===== config.mk =====
export PLATFORM = sky130hd
export DESIGN_NAME = word_frame_crc_serializer_core
export DESIGN_NICKNAME = d
export VERILOG_FILES = /design/src/sv/wfcs_pkg.sv /design/src/sv/wfcs_front.sv /design/src/sv/wfcs_queue.sv /design/src/sv/wfcs_back.sv /design/src/sv/word_frame_crc_serializer_core.sv
export VERILOG_INCLUDE_DIRS = /design/src /design/src/sv
export SDC_FILE = /design/constraint.sdc
export NUM_CORES = 1
export LEC_CHECK = 0
export ABC_AREA = 1
export BUFFER_PORTS_ARGS = -buffer_cell sky130_fd_sc_hd__buf_2
export CORE_ASPECT_RATIO = 0.9
export CORE_MARGIN = 2
export CORE_UTILIZATION = 60
export CTS_CLUSTER_SIZE = 40
export DETAILED_ROUTE_END_ITERATION = 16
export PLACE_DENSITY = 0.78
export SYNTH_ARGS = -nofsm -noshare
export SYNTH_HDL_FRONTEND = slang
export SYNTH_SLANG_ARGS = --single-unit
export TNS_END_PERCENT = 5

===== constraint.sdc =====
create_clock -name aclk -period 4.1 [get_ports aclk]
set_input_delay 0.82 -clock aclk [delete_from_list [all_inputs] [get_ports aclk]]
set_output_delay 0.82 -clock aclk [all_outputs]
set_load 0.01 [all_outputs]

===== src/sv/word_frame_crc_serializer_core_macros.svh =====
// Assertion helpers shared by the serializer modules.
`ifndef WORD_FRAME_CRC_SERIALIZER_CORE_MACROS_SVH
`define WORD_FRAME_CRC_SERIALIZER_CORE_MACROS_SVH

// Same-cycle implication, checked out of reset.
`define WFCS_ASSERT_IMPL(label, clk, rstn, ante, cons) \
    label: assert property (@(posedge clk) disable iff (!rstn) (ante) |-> (cons)) \
        else $error("wfcs: same-cycle check failed");

// Next-cycle implication, checked out of reset.
`define WFCS_ASSERT_NEXT(label, clk, rstn, ante, cons) \
    label: assert property (@(posedge clk) disable iff (!rstn) (ante) |=> (cons)) \
        else $error("wfcs: next-cycle check failed");

`endif


===== src/sv/wfcs_pkg.sv =====
`default_nettype none
package wfcs_pkg;

    localparam logic [15:0] CRC_POLY    = 16'h1021;
    localparam logic [15:0] CRC_INIT    = 16'h0000;
    localparam int          QUEUE_DEPTH = 2;

    // Front sequencer: high byte of a word, then low byte
    typedef enum logic {
        FR_IDLE,
        FR_LOW
    } front_state_t;

    // One classified word handed from front to back
    typedef struct packed {
        logic [15:0] word;
        logic        eof;
        logic        first;
        logic [15:0] crc;
    } entry_t;

    // Shift eight message bits, MSB first, into the CRC register
    function automatic logic [15:0] crc_shift8(input logic [15:0] crc, input logic [7:0] din);
        logic [15:0] r;
        logic        top;
        r = crc;
        for (int b = 7; b >= 0; b--) begin
            top = r[15];
            r   = {r[14:0], din[b]};
            if (top) begin
                r = r ^ CRC_POLY;
            end
        end
        return r;
    endfunction

endpackage
`default_nettype wire


===== src/sv/wfcs_front.sv =====
`default_nettype none
`include "word_frame_crc_serializer_core_macros.svh"
module wfcs_front (
    input  wire logic             aclk,
    input  wire logic             aresetn,
    input  wire logic             s_valid,
    output logic                  s_ready,
    input  wire logic [15:0]      s_data_word,
    input  wire logic             s_end_of_frame,
    output logic                  push_valid,
    output wfcs_pkg::entry_t      push_data,
    input  wire logic             push_ready
);

    wfcs_pkg::front_state_t state_reg, state_next;

    logic [15:0] crc_reg, crc_next;
    logic        first_reg, first_next;
    logic [15:0] word_reg, word_next;
    logic        eof_reg, eof_next;
    logic        wfirst_reg, wfirst_next;
    logic        accept;
    logic [15:0] crc_word;

    assign accept = s_valid && s_ready;

    // Next state
    always_comb begin
        state_next = state_reg;
        unique case (state_reg)
            wfcs_pkg::FR_IDLE: begin
                if (accept) state_next = wfcs_pkg::FR_LOW;
            end
            wfcs_pkg::FR_LOW: begin
                state_next = wfcs_pkg::FR_IDLE;
            end
            default: state_next = wfcs_pkg::FR_IDLE;
        endcase
    end

    // Outputs of the sequencer
    always_comb begin
        s_ready    = 1'b0;
        push_valid = 1'b0;
        unique case (state_reg)
            wfcs_pkg::FR_IDLE: s_ready    = push_ready;
            wfcs_pkg::FR_LOW:  push_valid = 1'b1;
            default: begin
                s_ready    = 1'b0;
                push_valid = 1'b0;
            end
        endcase
    end

    // CRC after the low byte of the held word
    assign crc_word = wfcs_pkg::crc_shift8(crc_reg, word_reg[7:0]);

    assign push_data.word  = word_reg;
    assign push_data.eof   = eof_reg;
    assign push_data.first = wfirst_reg;
    assign push_data.crc   = crc_word;

    // Running CRC and frame tracking
    always_comb begin
        crc_next    = crc_reg;
        first_next  = first_reg;
        word_next   = word_reg;
        eof_next    = eof_reg;
        wfirst_next = wfirst_reg;
        if (accept) begin
            crc_next    = wfcs_pkg::crc_shift8(crc_reg, s_data_word[15:8]);
            word_next   = s_data_word;
            eof_next    = s_end_of_frame;
            wfirst_next = first_reg;
        end else if (push_valid) begin
            if (eof_reg) begin
                crc_next   = wfcs_pkg::CRC_INIT;
                first_next = 1'b1;
            end else begin
                crc_next   = crc_word;
                first_next = 1'b0;
            end
        end
    end

    always_ff @(posedge aclk) begin
        if (!aresetn) begin
            state_reg <= wfcs_pkg::FR_IDLE;
            crc_reg   <= wfcs_pkg::CRC_INIT;
            first_reg <= 1'b1;
        end else begin
            state_reg <= state_next;
            crc_reg   <= crc_next;
            first_reg <= first_next;
        end
    end

    // Held word, no reset needed
    always_ff @(posedge aclk) begin
        word_reg   <= word_next;
        eof_reg    <= eof_next;
        wfirst_reg <= wfirst_next;
    end

    `WFCS_ASSERT_NEXT(a_accept_then_push, aclk, aresetn, accept, push_valid)
    `WFCS_ASSERT_IMPL(a_push_has_room, aclk, aresetn, push_valid, push_ready)

endmodule
`default_nettype wire


===== src/sv/wfcs_queue.sv =====
`default_nettype none
`include "word_frame_crc_serializer_core_macros.svh"
module wfcs_queue #(
    parameter int DEPTH = wfcs_pkg::QUEUE_DEPTH
) (
    input  wire logic             aclk,
    input  wire logic             aresetn,
    input  wire logic             in_valid,
    input  wire wfcs_pkg::entry_t in_data,
    output logic                  in_ready,
    output logic                  out_valid,
    output wfcs_pkg::entry_t      out_data,
    input  wire logic             out_ready
);

    localparam int PTR_W = (DEPTH > 1) ? $clog2(DEPTH) : 1;
    localparam int CNT_W = $clog2(DEPTH + 1);

    wfcs_pkg::entry_t mem_reg [DEPTH];

    logic [PTR_W-1:0] wr_ptr_reg, wr_ptr_next;
    logic [PTR_W-1:0] rd_ptr_reg, rd_ptr_next;
    logic [CNT_W-1:0] count_reg, count_next;
    logic             push, pop;

    assign in_ready  = count_reg != CNT_W'(DEPTH);
    assign out_valid = count_reg != '0;
    assign out_data  = mem_reg[rd_ptr_reg];
    assign push      = in_valid && in_ready;
    assign pop       = out_valid && out_ready;

    // Pointer wrap and fill count
    always_comb begin
        wr_ptr_next = wr_ptr_reg;
        rd_ptr_next = rd_ptr_reg;
        count_next  = count_reg;
        if (push) begin
            wr_ptr_next = (wr_ptr_reg == PTR_W'(DEPTH - 1)) ? '0 : wr_ptr_reg + 1'b1;
        end
        if (pop) begin
            rd_ptr_next = (rd_ptr_reg == PTR_W'(DEPTH - 1)) ? '0 : rd_ptr_reg + 1'b1;
        end
        if (push && !pop) begin
            count_next = count_reg + 1'b1;
        end else if (pop && !push) begin
            count_next = count_reg - 1'b1;
        end
    end

    always_ff @(posedge aclk) begin
        if (!aresetn) begin
            wr_ptr_reg <= '0;
            rd_ptr_reg <= '0;
            count_reg  <= '0;
        end else begin
            wr_ptr_reg <= wr_ptr_next;
            rd_ptr_reg <= rd_ptr_next;
            count_reg  <= count_next;
        end
    end

    // Entry storage
    always_ff @(posedge aclk) begin
        if (push) begin
            mem_reg[wr_ptr_reg] <= in_data;
        end
    end

    `WFCS_ASSERT_IMPL(a_count_bound, aclk, aresetn, 1'b1, count_reg <= CNT_W'(DEPTH))
    `WFCS_ASSERT_NEXT(a_count_up, aclk, aresetn, push && !pop, count_reg == $past(count_reg) + 1'b1)

endmodule
`default_nettype wire


===== src/sv/wfcs_back.sv =====
`default_nettype none
`include "word_frame_crc_serializer_core_macros.svh"
module wfcs_back (
    input  wire logic             aclk,
    input  wire logic             aresetn,
    input  wire logic             q_valid,
    input  wire wfcs_pkg::entry_t q_data,
    output logic                  q_ready,
    output logic                  m_valid,
    input  wire logic             m_ready,
    output logic [7:0]            m_out_byte,
    output logic                  m_is_crc_byte,
    output logic                  m_last_byte
);

    localparam logic [1:0] IDX_DATA0  = 2'd0;
    localparam logic [1:0] IDX_DATA1  = 2'd1;
    localparam logic [1:0] IDX_CRC_LO = 2'd2;
    localparam logic [1:0] IDX_CRC_HI = 2'd3;

    wfcs_pkg::entry_t cur_reg, cur_next;
    logic             cur_valid_reg, cur_valid_next;
    logic [1:0]       idx_reg, idx_next;
    logic [15:0]      aug_reg, aug_next;
    logic             aug_done_reg, aug_done_next;
    logic             beat, end_of_entry, pop;

    assign m_valid      = cur_valid_reg;
    assign beat         = m_valid && m_ready;
    assign end_of_entry = (idx_reg == IDX_DATA1 && !cur_reg.eof) || (idx_reg == IDX_CRC_HI);
    assign q_ready      = !cur_valid_reg || (beat && end_of_entry);
    assign pop          = q_valid && q_ready;

    // Byte select for the current beat
    always_comb begin
        m_out_byte = cur_reg.word[7:0];
        unique case (idx_reg)
            IDX_DATA0:  m_out_byte = cur_reg.first ? cur_reg.word[15:8] : cur_reg.word[7:0];
            IDX_DATA1:  m_out_byte = cur_reg.first ? cur_reg.word[7:0] : cur_reg.word[15:8];
            IDX_CRC_LO: m_out_byte = aug_reg[7:0];
            IDX_CRC_HI: m_out_byte = aug_reg[15:8];
            default:    m_out_byte = cur_reg.word[7:0];
        endcase
    end

    assign m_is_crc_byte = (idx_reg == IDX_CRC_LO) || (idx_reg == IDX_CRC_HI);
    assign m_last_byte   = idx_reg == IDX_CRC_HI;

    // Entry load, byte index and zero-word augmentation as two zero-byte CRC shifts
    always_comb begin
        cur_valid_next = cur_valid_reg;
        cur_next       = cur_reg;
        idx_next       = idx_reg;
        aug_next       = aug_reg;
        aug_done_next  = aug_done_reg;
        if (pop) begin
            cur_valid_next = 1'b1;
            cur_next       = q_data;
            idx_next       = IDX_DATA0;
            aug_next       = wfcs_pkg::crc_shift8(q_data.crc, 8'h00);
            aug_done_next  = 1'b0;
        end else begin
            if (beat) begin
                if (end_of_entry) begin
                    cur_valid_next = 1'b0;
                end
                idx_next = idx_reg + 1'b1;
            end
            if (cur_valid_reg && !aug_done_reg) begin
                aug_next      = wfcs_pkg::crc_shift8(aug_reg, 8'h00);
                aug_done_next = 1'b1;
            end
        end
    end

    always_ff @(posedge aclk) begin
        if (!aresetn) begin
            cur_valid_reg <= 1'b0;
            idx_reg       <= IDX_DATA0;
            aug_done_reg  <= 1'b0;
        end else begin
            cur_valid_reg <= cur_valid_next;
            idx_reg       <= idx_next;
            aug_done_reg  <= aug_done_next;
        end
    end

    // Payload, no reset needed
    always_ff @(posedge aclk) begin
        cur_reg <= cur_next;
        aug_reg <= aug_next;
    end

    `WFCS_ASSERT_IMPL(a_crc_only_on_eof, aclk, aresetn, cur_valid_reg && m_is_crc_byte, cur_reg.eof)
    `WFCS_ASSERT_IMPL(a_crc_ready, aclk, aresetn, cur_valid_reg && m_is_crc_byte, aug_done_reg)

endmodule
`default_nettype wire


===== src/sv/word_frame_crc_serializer_core.sv =====
// A word passes the front's held word, the queue and the back's entry register.
// Words enter as older ones serialize; a last word takes 4 output beats (2 data, 2 CRC).
// The front folds 8 CRC bits per cycle unless stalled; the back sends one byte per beat.
// A 2-entry queue decouples front and back so each side stalls on its own.
// Reset: aresetn synchronous active low; CRC returns to 0 and the next word opens a frame.
`default_nettype none
module word_frame_crc_serializer_core #(
    parameter int QUEUE_DEPTH = wfcs_pkg::QUEUE_DEPTH
) (
    input  wire logic        aclk,
    input  wire logic        aresetn,
    input  wire logic        s_valid,
    output logic             s_ready,
    input  wire logic [15:0] s_data_word,
    input  wire logic        s_end_of_frame,
    output logic             m_valid,
    input  wire logic        m_ready,
    output logic [7:0]       m_out_byte,
    output logic             m_is_crc_byte,
    output logic             m_last_byte
);

    logic             push_valid, push_ready;
    wfcs_pkg::entry_t push_data;
    logic             q_valid, q_ready;
    wfcs_pkg::entry_t q_data;

    // Word intake and running CRC
    wfcs_front u_front (
        .aclk          (aclk),
        .aresetn       (aresetn),
        .s_valid       (s_valid),
        .s_ready       (s_ready),
        .s_data_word   (s_data_word),
        .s_end_of_frame(s_end_of_frame),
        .push_valid    (push_valid),
        .push_data     (push_data),
        .push_ready    (push_ready)
    );

    // Decoupling queue
    wfcs_queue #(
        .DEPTH(QUEUE_DEPTH)
    ) u_queue (
        .aclk     (aclk),
        .aresetn  (aresetn),
        .in_valid (push_valid),
        .in_data  (push_data),
        .in_ready (push_ready),
        .out_valid(q_valid),
        .out_data (q_data),
        .out_ready(q_ready)
    );

    // Byte serializer
    wfcs_back u_back (
        .aclk         (aclk),
        .aresetn      (aresetn),
        .q_valid      (q_valid),
        .q_data       (q_data),
        .q_ready      (q_ready),
        .m_valid      (m_valid),
        .m_ready      (m_ready),
        .m_out_byte   (m_out_byte),
        .m_is_crc_byte(m_is_crc_byte),
        .m_last_byte  (m_last_byte)
    );

endmodule
`default_nettype wire


# Word-level counts from Yosys, hierarchy flattened
# Memories as Yosys holds them, arrays and structs flattened. A register that Yosys moved wholly into a read port is not among the register bits.
# Index checks and enable logic that the tools add are counted.
[op_classes]
addsub = 5
n_eq_ne = 4
mux = 84
bitwise = 35
n_reduce_logical = 27
[ops]
columns = ["operator", "count"]
rows = [
  ["16-bit 2-to-1 mux", 33],
  ["13-bit 2-to-1 mux", 32],
  ["3-bit inverter", 32],
  ["8-bit one-hot mux with 4 select lines", 1],
  ["8-bit 2-to-1 mux", 2],
  ["1-bit 2-to-1 mux", 13],
  ["2-bit nonzero test", 6],
  ["1-bit logical AND", 9],
  ["1-bit zero test", 5],
  ["2-bit by 1-bit adder with 2-bit output (second input constant)", 2],
  ["2-bit equality test (second input constant)", 2],
  ["2-bit 2-to-1 mux", 2],
  ["2-bit AND reduction", 2],
  ["1-bit logical OR", 3],
  ["1-bit inverter", 3],
  ["1-bit adder (second input constant)", 2],
  ["2-bit by 1-bit equality test with 1-bit output (second input constant)", 1],
  ["2-bit zero test", 1],
  ["2-bit inequality test (second input constant)", 1],
  ["1-bit one-hot mux with 2 select lines", 1],
  ["2-bit OR reduction", 1],
  ["2-bit by 1-bit subtractor with 2-bit output (second input constant)", 1],
]
[totals]
reg_bits = 78
mem_bits_rw = 68
in_bits = 21
mem_count = 1
[memory_table]
columns = ["memory", "words", "width", "rd", "rd_clocked_by_memory_dff", "wr", "line", "rtl"]
rows = [
  ["u_queue.mem_reg", 2, 34, 1, 1, 1, "wfcs_queue.sv:19", "wfcs_pkg::entry_t mem_reg [DEPTH];"],
]

# Logic depth before layout (Yosys ltp)
[logic_depth]
word_depth = 35
ltp_mapped = 14

# By module
# From an unflattened synthesis, not the netlist that was laid out.
[hier_totals]
hier_cells = 712
area_unflattened_um2 = 7295.7
[modules_own_cells]
columns = ["module", "instances", "cells_per_inst", "area_per_inst_um2", "seq_area_each_um2"]
rows = [
  ["wfcs_queue", 1, 143, 2849.0, 2142.1],
  ["wfcs_back", 1, 304, 2427.3, 1101.1],
  ["wfcs_front", 1, 265, 2019.4, 900.9],
]

# Worst setup path after synthesis
# OpenSTA, ideal clock, no wires.
[synth_path]
path_type = "register to register"
start = "register u_queue.count_reg[0]"
end = "memory u_queue.mem_reg[1][0] (netlist bit) (enable)"
setup_ps = 427
arrival_time_ps = 2091
setup_slack_ps = 1583
stages_incl_launch_ff = 5
path_buffers = 0
cell_sequence = "dfxtp_1 > inv_2 > nand2_2 > nand2_1 > nor2_1"
[synth_between]
elab_chain_cells = 4
[synth_lines]
columns = ["item", "line", "rtl"]
rows = [
  ["start, declared", "wfcs_queue.sv:23", "logic [CNT_W-1:0] count_reg, count_next;"],
  ["start signal, assigned", "wfcs_queue.sv:58", "count_reg <= count_next;"],
  ["2-bit inequality test", "wfcs_queue.sv:26", "assign in_ready = count_reg != CNT_W'(DEPTH);"],
  ["1-bit logical AND", "wfcs_queue.sv:29", "assign push = in_valid && in_ready;"],
  ["1-bit 2-to-1 mux", "wfcs_queue.sv:64", "if (push) begin"],
  ["1-bit 2-to-1 mux (implied by the code)", "wfcs_queue.sv:65", "mem_reg[wr_ptr_reg] <= in_data;"],
  ["end, declared", "wfcs_queue.sv:19", ""],
]
# No other way between the ends.

# Final worst setup path
[layout_path]
start = "register u_back.cur_reg[16] (netlist bit)"
end = "output port m_out_byte[7]"
[layout_between]
elab_chain_cells = 2
elab_cells_between_ends = 3
classes_between = "mux: 3"
[layout_lines]
columns = ["item", "line", "rtl"]
rows = [
  ["start, declared", "wfcs_back.sv:21", "wfcs_pkg::entry_t cur_reg, cur_next;"],
  ["start signal, assigned", "wfcs_back.sv:90", "cur_reg <= cur_next;"],
  ["8-bit 2-to-1 mux (on tied branches)", "wfcs_back.sv:39, wfcs_back.sv:38", ""],
  ["8-bit one-hot mux with 4 select lines (*)", "wfcs_back.sv:37", "unique case (idx_reg)"],
  ["end, declared", "word_frame_crc_serializer_core.sv:18", "output logic [7:0] m_out_byte,"],
]
# Every way passes the cells marked *; elsewhere a longest branch is shown, timed or not.

==> out/summary.txt <==
status: completed
minimum clock period: 2910 ps
Post-Syn Instances: 721
fillcell total: 853
core box area: 0.0114 mm2
gr usage total: 0.252
layout cells sized above 1: 0.135
CP required: 3280 ps
Final Hold Fails: 0
Clock Skew: 8.04 ps
I/O pin cnt: 33
CP Launch Type: register
post-cts resize count: 0
synth warn: 0
H-tree depth: 4
slew margin rel.: 0.276
Synth cell types: 31
largest net degree at the start of global routing: 58
DIE HEIGHT: 106 um
Worst Tran Pin Value: 1090 ps
max-cap viol count: 0
cts hold-fix bufs: 0
first-pass GRT wire length: 24000 um
Initial Util: 0.611
Rows: 37
most common cell after layout, fill and taps aside: nand2_1
Overflow after GRT: 0
Clock Path Buffers: 2
clock sinks: 147
Avg Cell Area, Syn: 9.65 um2
WS Path Type: reg -> out
total CTS buffers: 17
crit end category: output port
area grow syn2layout: 12.2%
Finished Core Util: 0.685
DR WL/cell: 16.0 um
DP HPWL: 10200 um
PortBufs: 32
gpl congestion: 0.902
DR pass1 iterations: 5
vias in the first global route: 4890
area of the multi-input gates: 0.00232 mm2
WP data arrival: 2090 ps
# diodes: 0
Die X: 117 um
Leakage: 3.32 nW
Syn Std Cell Area: 0.00696 mm2
Root Driver: clkbuf_16
Largest register FFs: 68
CTS tree: built
final period utilization: 0.709
remaining antenna violation count: 0
Post-Syn Nets: 747
Residual DRC: 0
Slew Limit Fails: 0
Pwr Density: 781 mW/mm2
most frequent cells in the layout: 241 x nand2_1, 120 x edfxtp_1, 82 x inv_1, 43 x nand3_1, 34 x nor2_1
register area share after synthesis: 0.596
post-CTS setup buffer count: 0
Detailed Route Iter0 Violations: 503
detailed-route wire length: 14800 um
Worst Hold Class: reg -> reg
die footprint: 0.0125 mm2
nets: 777
worst-path maximum fanout: 17
storage element area: 0.00415 mm2
final setup TNS: 0 ps
Seq cells post-synth: 147
Worst-Skew Late Latency: 430 ps
final setup vio count: 0
RSZ-0062 raised after global routing: false
drt via density: 5.44
maximum vdd drop: 0.433 mV
CTS clk-pin slew, worst paths: 60 ps
Max Clock Freq: 344 MHz
antenna violations before repair: 0
vias: 5002
## cell usage after synthesis
cell type	number	area share
nand2_1	241	0.13
edfxtp_1	120	0.52
inv_1	82	0.044
nand3_1	43	0.031
nor2_1	36	0.019
a21oi_1	33	0.024
dfxtp_1	27	0.078
o21ai_0	22	0.016
mux2_2	18	0.029
xnor2_1	17	0.021
buf_4	13	0.014
o21ai_1	11	0.0079
xor2_1	9	0.011
a32oi_1	8	0.010
ha_1	5	0.0090
buf_2	4	0.0029
clkbuf_1	4	0.0022
nand3b_1	4	0.0043
o21ai_2	4	0.0050
buf_6	3	0.0049
inv_2	3	0.0016
nand2_2	3	0.0027
clkinv_1	2	0.0011
o21a_1	2	0.0022
a21oi_4	1	0.0023
and2_1	1	0.00090
nand2_4	1	0.0016
nand3_4	1	0.0025
nor2_2	1	0.00090
o211ai_1	1	0.0011
or2_2	1	0.00090
## cells by family (layout without fill, tap and decap cells)
kind of cell    Yosys count  count (layout)  synth area share
mux                      18              18            0.0291
flops                   147             147             0.596
compound gates           82              82            0.0682
fa+ha+maj                 5               5           0.00899
xor+xnor                 26              26            0.0327
buf+inv                 111             154            0.0709
simple gates            332             332             0.194
## layout make-up
class	instances	share of cell area
Sequential cell	147	0.531
Multi-Input combinational cell	463	0.298
Clock buffer	17	0.0545
Inverter	87	0.0418
Clock inverter	15	0.0265
Tap cell	156	0.0250
Timing Repair Buffer	35	0.0234
## path summary, 6_finish.rpt
check | start | cells after the start | end | slack, ps
min | u_front.first_reg$_SDFFE_PN1P_ | 0 | u_front.wfirst_reg$_DFFE_PP_ | 440
max reg2reg | u_back.idx_reg[1]$_SDFFE_PP0P_ | 7 | u_back.aug_reg[1]$_DFFE_PP_ | 1670
min reg2reg | u_front.first_reg$_SDFFE_PN1P_ | 0 | u_front.wfirst_reg$_DFFE_PP_ | 440
max | u_back.cur_reg[16]$_DFFE_PN_ | 6 | m_out_byte[7] | 1190
## per-layer routing
layer | track usage | vias to the layer above | routed length (um)
li1 | - | 2426 | -
met5 | 0 | - | 0
met3 | 0.0638 | 31 | 811
met4 | 0.116 | 0 | 477
met1 | 0.326 | 2346 | 6500
met2 | 0.404 | 199 | 6960
## where the power goes
group          total, mW  internal (mW)  switching [mW]  leakage, nW
Clock               1.64           1.02           0.617        0.292
Combinational       1.96          0.719            1.24         1.68
Sequential          2.50           2.17           0.332         1.34
Total               6.10           3.91            2.19         3.32
## per-stage QoR
stage	area (um2)	hold slack, ps	instances	setup slack (ps)	total power, mW
after CTS	7800	442	920	1220	6.08
after global placement	7170	419	888	1640	4.35
after global routing	7800	464	920	1030	6.48
after detailed placement	7170	428	888	1660	4.44
final	7800	442	920	1190	6.10
after floorplan	6960	409	721	1580	3.97
## worst max-delay path, stage by stage, from the launching register on
cell and delay [ps]:
edfxtp_1 620, inv_1 440, nand2_1 90, nand2_1 80
nand2_1 60, a32oi_1 210, buf_2 160
Power figures use the tool's default switching activity.
